`config.mk`:
```
export PLATFORM = sky130hd
export DESIGN_NAME = adc_window_change_detector_flat
export DESIGN_NICKNAME = d
export VERILOG_FILES = /design/src/rtl/awcd_pkg.sv /design/src/rtl/awcd_if.sv /design/src/rtl/adc_window_change_detector.sv /design/src/rtl/awcd_window.sv /design/src/rtl/awcd_sum.sv /design/src/flat_wrapper.sv
export SDC_FILE = /design/constraint.sdc
export NUM_CORES = 1
export LEC_CHECK = 0
export ABC_CLOCK_PERIOD_IN_PS = 4900
export CORE_UTILIZATION = 35
export DETAILED_ROUTE_END_ITERATION = 10
export DONT_BUFFER_PORTS = 1
export HOLD_SLACK_MARGIN = 0.08
export PLACE_DENSITY = 0.56
export RECOVER_POWER = 50
export SETUP_SLACK_MARGIN = 0.15
export SYNTH_ARGS = -nofsm -noshare
export SYNTH_HDL_FRONTEND = slang
export SYNTH_HIERARCHICAL = 1
export SYNTH_SLANG_ARGS = --single-unit
```
`constraint.sdc`:
```
create_clock -name clk -period 4.9 [get_ports clk]
set_input_delay 0.49 -clock clk [delete_from_list [all_inputs] [get_ports clk]]
set_output_delay 0.49 -clock clk [all_outputs]
set_load 0.005 [all_outputs]
```
`src/rtl/awcd_pkg.sv`:
```
// Shared types, widths and reset values for the ADC window change detector.
package awcd_pkg;

	localparam int SAMPLE_BITS_DEF = 12;
	localparam int RUN_BITS_DEF    = 8;

	localparam int THR_W      = 7;
	localparam int CNT_W      = 8;
	localparam int AVG_W      = 16;
	localparam int SUM_W      = 28;
	localparam int ACC_W      = 29;
	localparam int CFG_DATA_W = 16;
	localparam int REG_IDX_W  = 2;

	localparam logic [THR_W-1:0] THRESHOLD_RST    = THR_W'(4);
	localparam logic [CNT_W-1:0] WINDOW_COUNT_RST = CNT_W'(4);
	localparam logic [CNT_W-1:0] SAME_COUNT_RST   = CNT_W'(6);
	localparam logic [AVG_W-1:0] AVG_SAMPLES_RST  = AVG_W'(5000);

	typedef enum logic [REG_IDX_W-1:0] {
		REG_THRESHOLD    = 2'd0,
		REG_WINDOW_COUNT = 2'd1,
		REG_SAME_COUNT   = 2'd2,
		REG_AVG_SAMPLES  = 2'd3
	} reg_idx_t;

	typedef struct packed {
		logic [THR_W-1:0] threshold;
		logic [CNT_W-1:0] window_count;
		logic [CNT_W-1:0] same_count;
		logic [AVG_W-1:0] avg_samples;
	} cfg_t;

endpackage

```
`src/rtl/awcd_if.sv`:
```
// Request channel interfaces: converter samples in, detector results out.
interface awcd_in_if
	import awcd_pkg::*;
	#(parameter int SAMPLE_BITS = SAMPLE_BITS_DEF);
	logic                   valid;
	logic                   ready;
	logic [SAMPLE_BITS-1:0] sample;

	modport source (output valid, output sample, input ready);
	modport sink   (input valid, input sample, output ready);
endinterface

interface awcd_out_if
	import awcd_pkg::*;
	#(parameter int SAMPLE_BITS = SAMPLE_BITS_DEF);
	logic                   valid;
	logic                   ready;
	logic                   changed;
	logic [SAMPLE_BITS-1:0] change_value;
	logic [SAMPLE_BITS-1:0] win_low;
	logic [SAMPLE_BITS-1:0] win_high;
	logic                   sum_ready;
	logic [SUM_W-1:0]       sample_sum;

	modport source (output valid, output changed, output change_value, output win_low,
		output win_high, output sum_ready, output sample_sum, input ready);
	modport sink   (input valid, input changed, input change_value, input win_low,
		input win_high, input sum_ready, input sample_sum, output ready);
endinterface

```
`src/rtl/adc_window_change_detector.sv`:
```
// Top level of the ADC window change detector with running sample sum.
//
// A request on adc is captured in an input register (stage 1); when stage 2
// is free, the window tracker and the summer update their state from it and
// the result register (stage 2) takes the outcome. Each sample passes the
// stage 1 and stage 2 registers; sustained rate is one sample per cycle as
// long as result.ready keeps up. A stalled result holds stage 2 and stage 1
// still takes one more request, so back-pressure reaches adc.ready only
// when both stages are full. Configuration writes (wr_en/wr_index/wr_data)
// take effect at once; write them only while no request is in flight.
// Writing the threshold reloads the window to [0, threshold].
module adc_window_change_detector
	import awcd_pkg::*;
	#(
	parameter int SAMPLE_BITS = SAMPLE_BITS_DEF,
	parameter int RUN_BITS    = RUN_BITS_DEF
) (
	input  logic                  clk,
	input  logic                  arst_n,
	input  logic                  wr_en,
	input  logic [REG_IDX_W-1:0]  wr_index,
	input  logic [CFG_DATA_W-1:0] wr_data,
	awcd_in_if.sink               adc,
	awcd_out_if.source            result
);

	cfg_t cfg_q;
	logic reload;

	// stage 1: captured sample
	logic                   vld_s1;
	logic [SAMPLE_BITS-1:0] sample_s1;

	// stage 2: result register
	logic                   vld_s2;
	logic                   changed_s2;
	logic [SAMPLE_BITS-1:0] change_value_s2, win_low_s2, win_high_s2;
	logic                   sum_ready_s2;
	logic [SUM_W-1:0]       sample_sum_s2;

	logic                   adv_s2, step;
	logic                   chg;
	logic [SAMPLE_BITS-1:0] lo_next, hi_next;
	logic                   sum_rdy;
	logic [SUM_W-1:0]       sum_val;

	// stage 2 frees when empty or drained; stage 1 frees when empty or moving
	assign adv_s2    = !vld_s2 || result.ready;
	assign step      = vld_s1 && adv_s2;
	assign adc.ready = !vld_s1 || adv_s2;
	assign reload    = wr_en && (reg_idx_t'(wr_index) == REG_THRESHOLD);

	// configuration registers
	always_ff @(posedge clk or negedge arst_n) begin
		if (!arst_n) begin
			cfg_q.threshold    <= THRESHOLD_RST;
			cfg_q.window_count <= WINDOW_COUNT_RST;
			cfg_q.same_count   <= SAME_COUNT_RST;
			cfg_q.avg_samples  <= AVG_SAMPLES_RST;
		end else if (wr_en) begin
			case (reg_idx_t'(wr_index))
				REG_THRESHOLD:    cfg_q.threshold    <= wr_data[THR_W-1:0];
				REG_WINDOW_COUNT: cfg_q.window_count <= wr_data[CNT_W-1:0];
				REG_SAME_COUNT:   cfg_q.same_count   <= wr_data[CNT_W-1:0];
				REG_AVG_SAMPLES:  cfg_q.avg_samples  <= wr_data[AVG_W-1:0];
				default: ;
			endcase
		end
	end

	// the window tracker sees the new threshold in the same cycle as the reload
	cfg_t cfg_eff;
	always_comb begin
		cfg_eff = cfg_q;
		if (reload) begin
			cfg_eff.threshold = wr_data[THR_W-1:0];
		end
	end

	awcd_window #(
		.SAMPLE_BITS(SAMPLE_BITS),
		.RUN_BITS   (RUN_BITS)
	) u_window (
		.clk    (clk),
		.arst_n (arst_n),
		.cfg    (cfg_eff),
		.reload (reload),
		.step   (step),
		.sample (sample_s1),
		.changed(chg),
		.lo_next(lo_next),
		.hi_next(hi_next)
	);

	awcd_sum #(
		.SAMPLE_BITS(SAMPLE_BITS)
	) u_sum (
		.clk       (clk),
		.arst_n    (arst_n),
		.cfg       (cfg_q),
		.step      (step),
		.sample    (sample_s1),
		.sum_ready (sum_rdy),
		.sample_sum(sum_val)
	);

	always_ff @(posedge clk or negedge arst_n) begin
		if (!arst_n) begin
			vld_s1 <= 1'b0;
		end else if (adc.ready) begin
			vld_s1 <= adc.valid;
		end
	end

	always_ff @(posedge clk) begin
		if (adc.valid && adc.ready) begin
			sample_s1 <= adc.sample;
		end
	end

	always_ff @(posedge clk or negedge arst_n) begin
		if (!arst_n) begin
			vld_s2 <= 1'b0;
		end else if (adv_s2) begin
			vld_s2 <= vld_s1;
		end
	end

	always_ff @(posedge clk) begin
		if (step) begin
			changed_s2      <= chg;
			change_value_s2 <= chg ? sample_s1 : '0;
			win_low_s2      <= lo_next;
			win_high_s2     <= hi_next;
			sum_ready_s2    <= sum_rdy;
			sample_sum_s2   <= sum_val;
		end
	end

	assign result.valid        = vld_s2;
	assign result.changed      = changed_s2;
	assign result.change_value = change_value_s2;
	assign result.win_low      = win_low_s2;
	assign result.win_high     = win_high_s2;
	assign result.sum_ready    = sum_ready_s2;
	assign result.sample_sum   = sample_sum_s2;

`ifndef ASSERT_OFF
	a_step_fills_s2: assert property (@(posedge clk) disable iff (!arst_n)
		step |=> vld_s2)
		else $error("stage 1 moved but stage 2 is empty");

	a_window_order: assert property (@(posedge clk) disable iff (!arst_n)
		vld_s2 |-> (win_low_s2 <= win_high_s2))
		else $error("window low bound above high bound");

	a_change_value_zero: assert property (@(posedge clk) disable iff (!arst_n)
		(vld_s2 && !changed_s2) |-> (change_value_s2 == '0))
		else $error("change value set without a change");

	a_sum_zero: assert property (@(posedge clk) disable iff (!arst_n)
		(vld_s2 && !sum_ready_s2) |-> (sample_sum_s2 == '0))
		else $error("sample sum set without sum ready");
`endif

endmodule

```
`src/rtl/awcd_window.sv`:
```
// Window tracking: outside/settled run counters, recentring and change flag.
module awcd_window
	import awcd_pkg::*;
	#(
	parameter int SAMPLE_BITS = SAMPLE_BITS_DEF,
	parameter int RUN_BITS    = RUN_BITS_DEF
) (
	input  logic                   clk,
	input  logic                   arst_n,
	input  cfg_t                   cfg,
	input  logic                   reload,
	input  logic                   step,
	input  logic [SAMPLE_BITS-1:0] sample,
	output logic                   changed,
	output logic [SAMPLE_BITS-1:0] lo_next,
	output logic [SAMPLE_BITS-1:0] hi_next
);

	localparam int CW = (RUN_BITS > CNT_W) ? RUN_BITS : CNT_W;
	localparam logic [RUN_BITS-1:0]    RUN_MAX    = {RUN_BITS{1'b1}};
	localparam logic [SAMPLE_BITS-1:0] SAMPLE_MAX = {SAMPLE_BITS{1'b1}};

	logic [SAMPLE_BITS-1:0] lo_q, hi_q;
	logic [RUN_BITS-1:0]    orun_q, srun_q;

	logic [SAMPLE_BITS-1:0] thr;
	logic [SAMPLE_BITS:0]   hi_sum;
	logic [RUN_BITS-1:0]    orun_inc, srun_inc, orun_next, srun_next;
	logic                   outside, recentre;

	always_comb begin
		thr      = SAMPLE_BITS'(cfg.threshold);
		outside  = (sample < lo_q) || (sample > hi_q);
		orun_inc = (orun_q != RUN_MAX) ? orun_q + 1'b1 : orun_q;
		srun_inc = (srun_q != RUN_MAX) ? srun_q + 1'b1 : srun_q;
		recentre = outside && (CW'(orun_inc) >= CW'(cfg.window_count));
		hi_sum   = {1'b0, sample} + {1'b0, thr};

		lo_next   = lo_q;
		hi_next   = hi_q;
		orun_next = orun_q;
		srun_next = srun_q;
		if (outside) begin
			orun_next = orun_inc;
			if (recentre) begin
				orun_next = '0;
				srun_next = '0;
				lo_next   = (sample >= thr) ? sample - thr : '0;
				hi_next   = hi_sum[SAMPLE_BITS] ? SAMPLE_MAX : hi_sum[SAMPLE_BITS-1:0];
			end
		end else begin
			orun_next = '0;
			srun_next = srun_inc;
		end
		changed = (CW'(srun_next) == CW'(cfg.same_count));
	end

	always_ff @(posedge clk or negedge arst_n) begin
		if (!arst_n) begin
			lo_q   <= '0;
			hi_q   <= SAMPLE_BITS'(THRESHOLD_RST);
			orun_q <= '0;
			srun_q <= '0;
		end else if (reload) begin
			// threshold write: window reloads, counters stay
			lo_q <= '0;
			hi_q <= thr;
		end else if (step) begin
			lo_q   <= lo_next;
			hi_q   <= hi_next;
			orun_q <= orun_next;
			srun_q <= srun_next;
		end
	end

endmodule

```
`src/rtl/awcd_sum.sv`:
```
// Running sample sum, output every max(1,avg_samples) samples.
module awcd_sum
	import awcd_pkg::*;
	#(
	parameter int SAMPLE_BITS = SAMPLE_BITS_DEF
) (
	input  logic                   clk,
	input  logic                   arst_n,
	input  cfg_t                   cfg,
	input  logic                   step,
	input  logic [SAMPLE_BITS-1:0] sample,
	output logic                   sum_ready,
	output logic [SUM_W-1:0]       sample_sum
);

	logic [ACC_W-1:0] acc_q, acc_next, acc_add;
	logic [AVG_W-1:0] idx_q, idx_next, idx_add;
	logic             bypass;

	always_comb begin
		bypass     = (cfg.avg_samples <= AVG_W'(1));
		acc_add    = acc_q + ACC_W'(sample);
		idx_add    = idx_q + 1'b1;
		acc_next   = acc_q;
		idx_next   = idx_q;
		sum_ready  = 1'b0;
		sample_sum = '0;
		if (bypass) begin
			sum_ready  = 1'b1;
			sample_sum = SUM_W'(sample);
		end else if (idx_add >= cfg.avg_samples) begin
			sum_ready  = 1'b1;
			sample_sum = acc_add[SUM_W-1:0];
			acc_next   = '0;
			idx_next   = '0;
		end else begin
			acc_next = acc_add;
			idx_next = idx_add;
		end
	end

	always_ff @(posedge clk or negedge arst_n) begin
		if (!arst_n) begin
			acc_q <= '0;
			idx_q <= '0;
		end else if (step) begin
			acc_q <= acc_next;
			idx_q <= idx_next;
		end
	end

endmodule
```
`src/flat_wrapper.sv`:
```
// flat-port wrapper written by rule: the top's interface ports become plain ports
module adc_window_change_detector_flat import awcd_pkg::*;
#(
	parameter int SAMPLE_BITS = SAMPLE_BITS_DEF,
	parameter int RUN_BITS    = RUN_BITS_DEF
)
  (clk, arst_n, wr_en, wr_index, wr_data, adc_valid, adc_sample, adc_ready, result_valid, result_changed, result_change_value, result_win_low, result_win_high, result_sum_ready, result_sample_sum, result_ready);
  awcd_in_if #(.SAMPLE_BITS(SAMPLE_BITS)) adc_i ();
  awcd_out_if #(.SAMPLE_BITS(SAMPLE_BITS)) result_i ();
  input  logic clk;
  input  logic arst_n;
  input  logic wr_en;
  input  logic [REG_IDX_W-1:0] wr_index;
  input  logic [CFG_DATA_W-1:0] wr_data;
  input wire logic [$bits(adc_i.valid)-1:0] adc_valid;
  input wire logic [$bits(adc_i.sample)-1:0] adc_sample;
  output wire logic [$bits(adc_i.ready)-1:0] adc_ready;
  output wire logic [$bits(result_i.valid)-1:0] result_valid;
  output wire logic [$bits(result_i.changed)-1:0] result_changed;
  output wire logic [$bits(result_i.change_value)-1:0] result_change_value;
  output wire logic [$bits(result_i.win_low)-1:0] result_win_low;
  output wire logic [$bits(result_i.win_high)-1:0] result_win_high;
  output wire logic [$bits(result_i.sum_ready)-1:0] result_sum_ready;
  output wire logic [$bits(result_i.sample_sum)-1:0] result_sample_sum;
  input wire logic [$bits(result_i.ready)-1:0] result_ready;
  assign adc_i.valid = adc_valid;
  assign adc_i.sample = adc_sample;
  assign adc_ready = adc_i.ready;
  assign result_valid = result_i.valid;
  assign result_changed = result_i.changed;
  assign result_change_value = result_i.change_value;
  assign result_win_low = result_i.win_low;
  assign result_win_high = result_i.win_high;
  assign result_sum_ready = result_i.sum_ready;
  assign result_sample_sum = result_i.sample_sum;
  assign result_i.ready = result_ready;
  adc_window_change_detector #(.SAMPLE_BITS(SAMPLE_BITS), .RUN_BITS(RUN_BITS)) u_core (.clk(clk), .arst_n(arst_n), .wr_en(wr_en), .wr_index(wr_index), .wr_data(wr_data), .adc(adc_i), .result(result_i));
endmodule
```
==> results.cfg <==
[global_routing]
grt_overflow = 0
grt_util_all_layers = 0.174
grt_pass1_wl_um = 49500
grt_pass1_vias = 8873
antenna_found_initial = 0
grt_max_degree = 126

[finish]
nNetsFinal = 1331
drive_above_1_share = 0.105
post-route-util = 0.399
diodes = 0
multi_input_area_um2 = 6040
final_cell_area_um2 = 13400
areaGrowthSynthToFinish_pct = 11.2
num-fill-cells = 3376
seq_area_um2 = 5480

[worst_setup_path]
crit_path_max_fanout = 17
cp.arrival_ps = 4610
worst-setup-path-type = input port to flop
startpoint_type = input port
critPathCaptureType = flop
crit_required_ps = 5180
cp_cell_sequence = nor3b_1, clkbuf_1, mux2_1, inv_1, ha_1, o21bai_1, a21oi_1, o21bai_1, nand2_1, a31oi_1
worst_path_max_delay_cell = nor3b_1
crit_family = simple AND/OR/NAND/NOR gates
cp_num_buf_inv = 2
crit_top_cell = o21bai_1
max_stage_delay_ps = 1000

[route]
drc_errors = 0
num_vias = 9093
ant_nets = 0
via_per_inst = 5.41
drtIter0Drc = 729
wirelength_um = 30600
wl_per_cell_um = 18.2
drt_pre_antenna_iters = 5

[timing]
fin_skew_ps = 16.0
max_freq_ghz = 0.231
min_period_ps = 4330
relSlewSlack = -1.20
post-route-period-util = 0.884
fin_tns_setup_ps = 0
worst_slew_pin_slew_ps = 3300
hold_ws_ps = 103
rsz0062_at_grt = false
slew_viol_final = 126
hold_viol_final = 0
finalSetupViolations = 0

[clocking]
clk_pin_slew_ps = 60
h-tree-depth = 1
cts_buffers = 23
cts_max_path_buffers = 3
cts_tree = built
cts.sinks = 203
root_buffer = clkbuf_16
cts_setup_buffers = 0
worst_skew_pair.late_latency_ps = 520

[status]
status = finished with violations
violations = capacitance limit, slew limit

[yosys]
yosysWarnings = 6
ys_types = 82
synth_top_area_cell = dfrtp_1
ys.flop_type = dfrtp_1
synth_seq_cells = 203
synthCells = 1210
async_reset_ff_frac = 0.616
ys_seq_area_frac = 0.454
synth_fp_nets = 1324
synth.avg_cell_area_um2 = 9.98
synth_edf_count = 78
synth_area_leaders = dfrtp_1, edfxtp_1, ha_1
yosysTopAreaCellShare = 0.238
synth_area_um2 = 12100

[floorplanning]
die_h_um = 188
ioPinCount = 103
dieWidth_um = 188
die_area_um2 = 35200
rows = 67
start_util = 0.358
design.core.area_um2 = 33700

[power_and_ir_drop]
intPower_uw = 4040
p_leak_uw = 0.00556
combPwrFrac = 0.325
irDropWorstVdd_mv = 0.249
power_density_nw_per_um2 = 464
p_sw_frac = 0.352
p_seq_frac = 0.392
pwr-share-clk = 0.283
switching_power_uw = 2190

[placement]
numPortBuffers = 0
placed_area_um2 = 12600
finalWeightedCongestion = 0.840
hpwl_um = 21400

[min_path]
worstHoldPathType = input port to flop

[job]
drv_cap = 1
## worst reg2reg max path, cell delays in order (launching register included)
cell and delay, ps:
dfrtp_1 420, ha_1 250, nand2_1 90, nor2_1 200, nand3_1 230, mux2_2 350
ha_1 270, o21ai_0 70, a21oi_1 130, nor3_1 80, o21ba_2 270, o21ai_1 490
o21ai_0 260, xor2_1 200, o2bb2ai_1 140, nor4_2 270, buf_4 240, and2_1 170
## cells in the final DEF (no fill, tap or decap), drive strengths merged, types with 27 or more instances in the layout
cell    instances
a21oi          69
and3           27
clkbuf         35
dfrtp         115
edfxtp         78
ha             76
inv            80
mux2           47
nand2         118
nand3          29
nor2           86
o21ai          92
xnor2          32
xor2           27
## kinds of logic (layout without fill, tap and decap cells)
family	after synthesis	count (layout)	share of synthesized area
compound gates	312	312	0.172
xor+xnor	59	59	0.0428
flops	203	203	0.454
buf+inv	133	156	0.0452
simple gates	371	371	0.154
mux	53	53	0.0488
fa+ha+maj	79	79	0.0837
## through the flow
| step | power [µW] | worst slack (ps) | instances |
|---|---|---|---|
| global placement | 4430 | 785 | 1626 |
| detailed placement | 4460 | 663 | 1626 |
| finish | 6230 | 567 | 1681 |
| CTS | 6290 | 663 | 1681 |
| floorplan | 3950 | 1380 | 1210 |
| global route | 6680 | 108 | 1681 |
## area by class of cell
| cell class | count | area share |
|---|---|---|
| multi-input cells | 874 | 0.450 |
| flip-flops and latches | 203 | 0.408 |
| clock buffers | 33 | 0.0479 |
| well taps | 448 | 0.0417 |
| inverters | 80 | 0.0224 |
| repair buffers | 35 | 0.0215 |
| clock inverters | 8 | 0.00876 |
## registers in the layout, indices dropped and copies added, names as in the netlist
name / cells
u_core/result.valid: 1
u_core/result.sum_ready: 1
u_core/result.win_high: 12
u_core/u_sum/idx_q: 16
u_core/u_window/orun_q: 8
u_core/result.changed: 1
u_core/u_sum/acc_q: 28
u_core/u_window/srun_q: 8
u_core/u_window/lo_q: 12
u_core/result.change_value: 12
u_core/vld_s1: 1
u_core/cfg_eff: 32
u_core/result.win_low: 12
u_core/result.sample_sum: 28
u_core/cfg_q: 7
u_core/u_window/hi_q: 12
u_core/sample_s1: 12
## power by group through the flow
stage / combinational [µW] / sequential (µW) / clock, µW
2_1_floorplan: 1580 / 2370 / 0
3_3_place_gp: 1960 / 2470 / 0
3_5_place_dp: 1980 / 2480 / 0
4_1_cts: 2030 / 2450 / 1820
5_1_grt: 2300 / 2500 / 1890
6_report: 2020 / 2450 / 1760
## what timing repair did
item                                   CTS  global route
gates resized for setup                  0             0
hold buffers                            14             0
endpoints found under the hold margin  137             0
## final timing paths
kind / start / end / slack [ps] / depth (start not counted)
worst max-delay path: wr_index[0] / u_core/result.win_high[2] / 570 / 10
worst min-delay path: adc_valid / u_core/vld_s1 / 100 / 1
worst max register to register: u_core/u_window/orun_q[0] / u_core/result.change_value[1] / 630 / 17
worst min register to register: u_core/u_sum/acc_q[3] / u_core/u_sum/acc_q[3] / 480 / 2
max in group asynchronous: arst_n / u_core/u_window/hi_q[3] / 1350 / 2
min in group asynchronous: arst_n / u_core/u_window/orun_q[5] / 1640 / 2
## layer usage
layer  global-route usage  routed length (µm)
met4               0.0388                 610
met1                0.255               14900
met5                    0                   0
met3               0.0322                1730
met2                0.264               13400
## cell usage after synthesis (10+ instances only)
| cell | count |
|---|---|
| nand2_1 | 117 |
| dfrtp_1 | 115 |
| nor2_1 | 83 |
| o21ai_0 | 81 |
| inv_1 | 80 |
| edfxtp_1 | 78 |
| ha_1 | 76 |
| a21oi_1 | 65 |
| mux2_2 | 38 |
| xnor2_1 | 32 |
| nand3_1 | 27 |
| xor2_1 | 27 |
| clkbuf_1 | 26 |
| and3_1 | 25 |
| a22o_1 | 22 |
| buf_2 | 21 |
| nor3_1 | 21 |
| and2_1 | 18 |
| a31oi_1 | 16 |
| nand2b_1 | 16 |
| a211oi_1 | 14 |
| nor2b_1 | 12 |
| o31ai_1 | 12 |
| a21o_1 | 11 |
| nand4_1 | 11 |
| dfstp_2 | 10 |
Power figures use the tool's default switching activity.
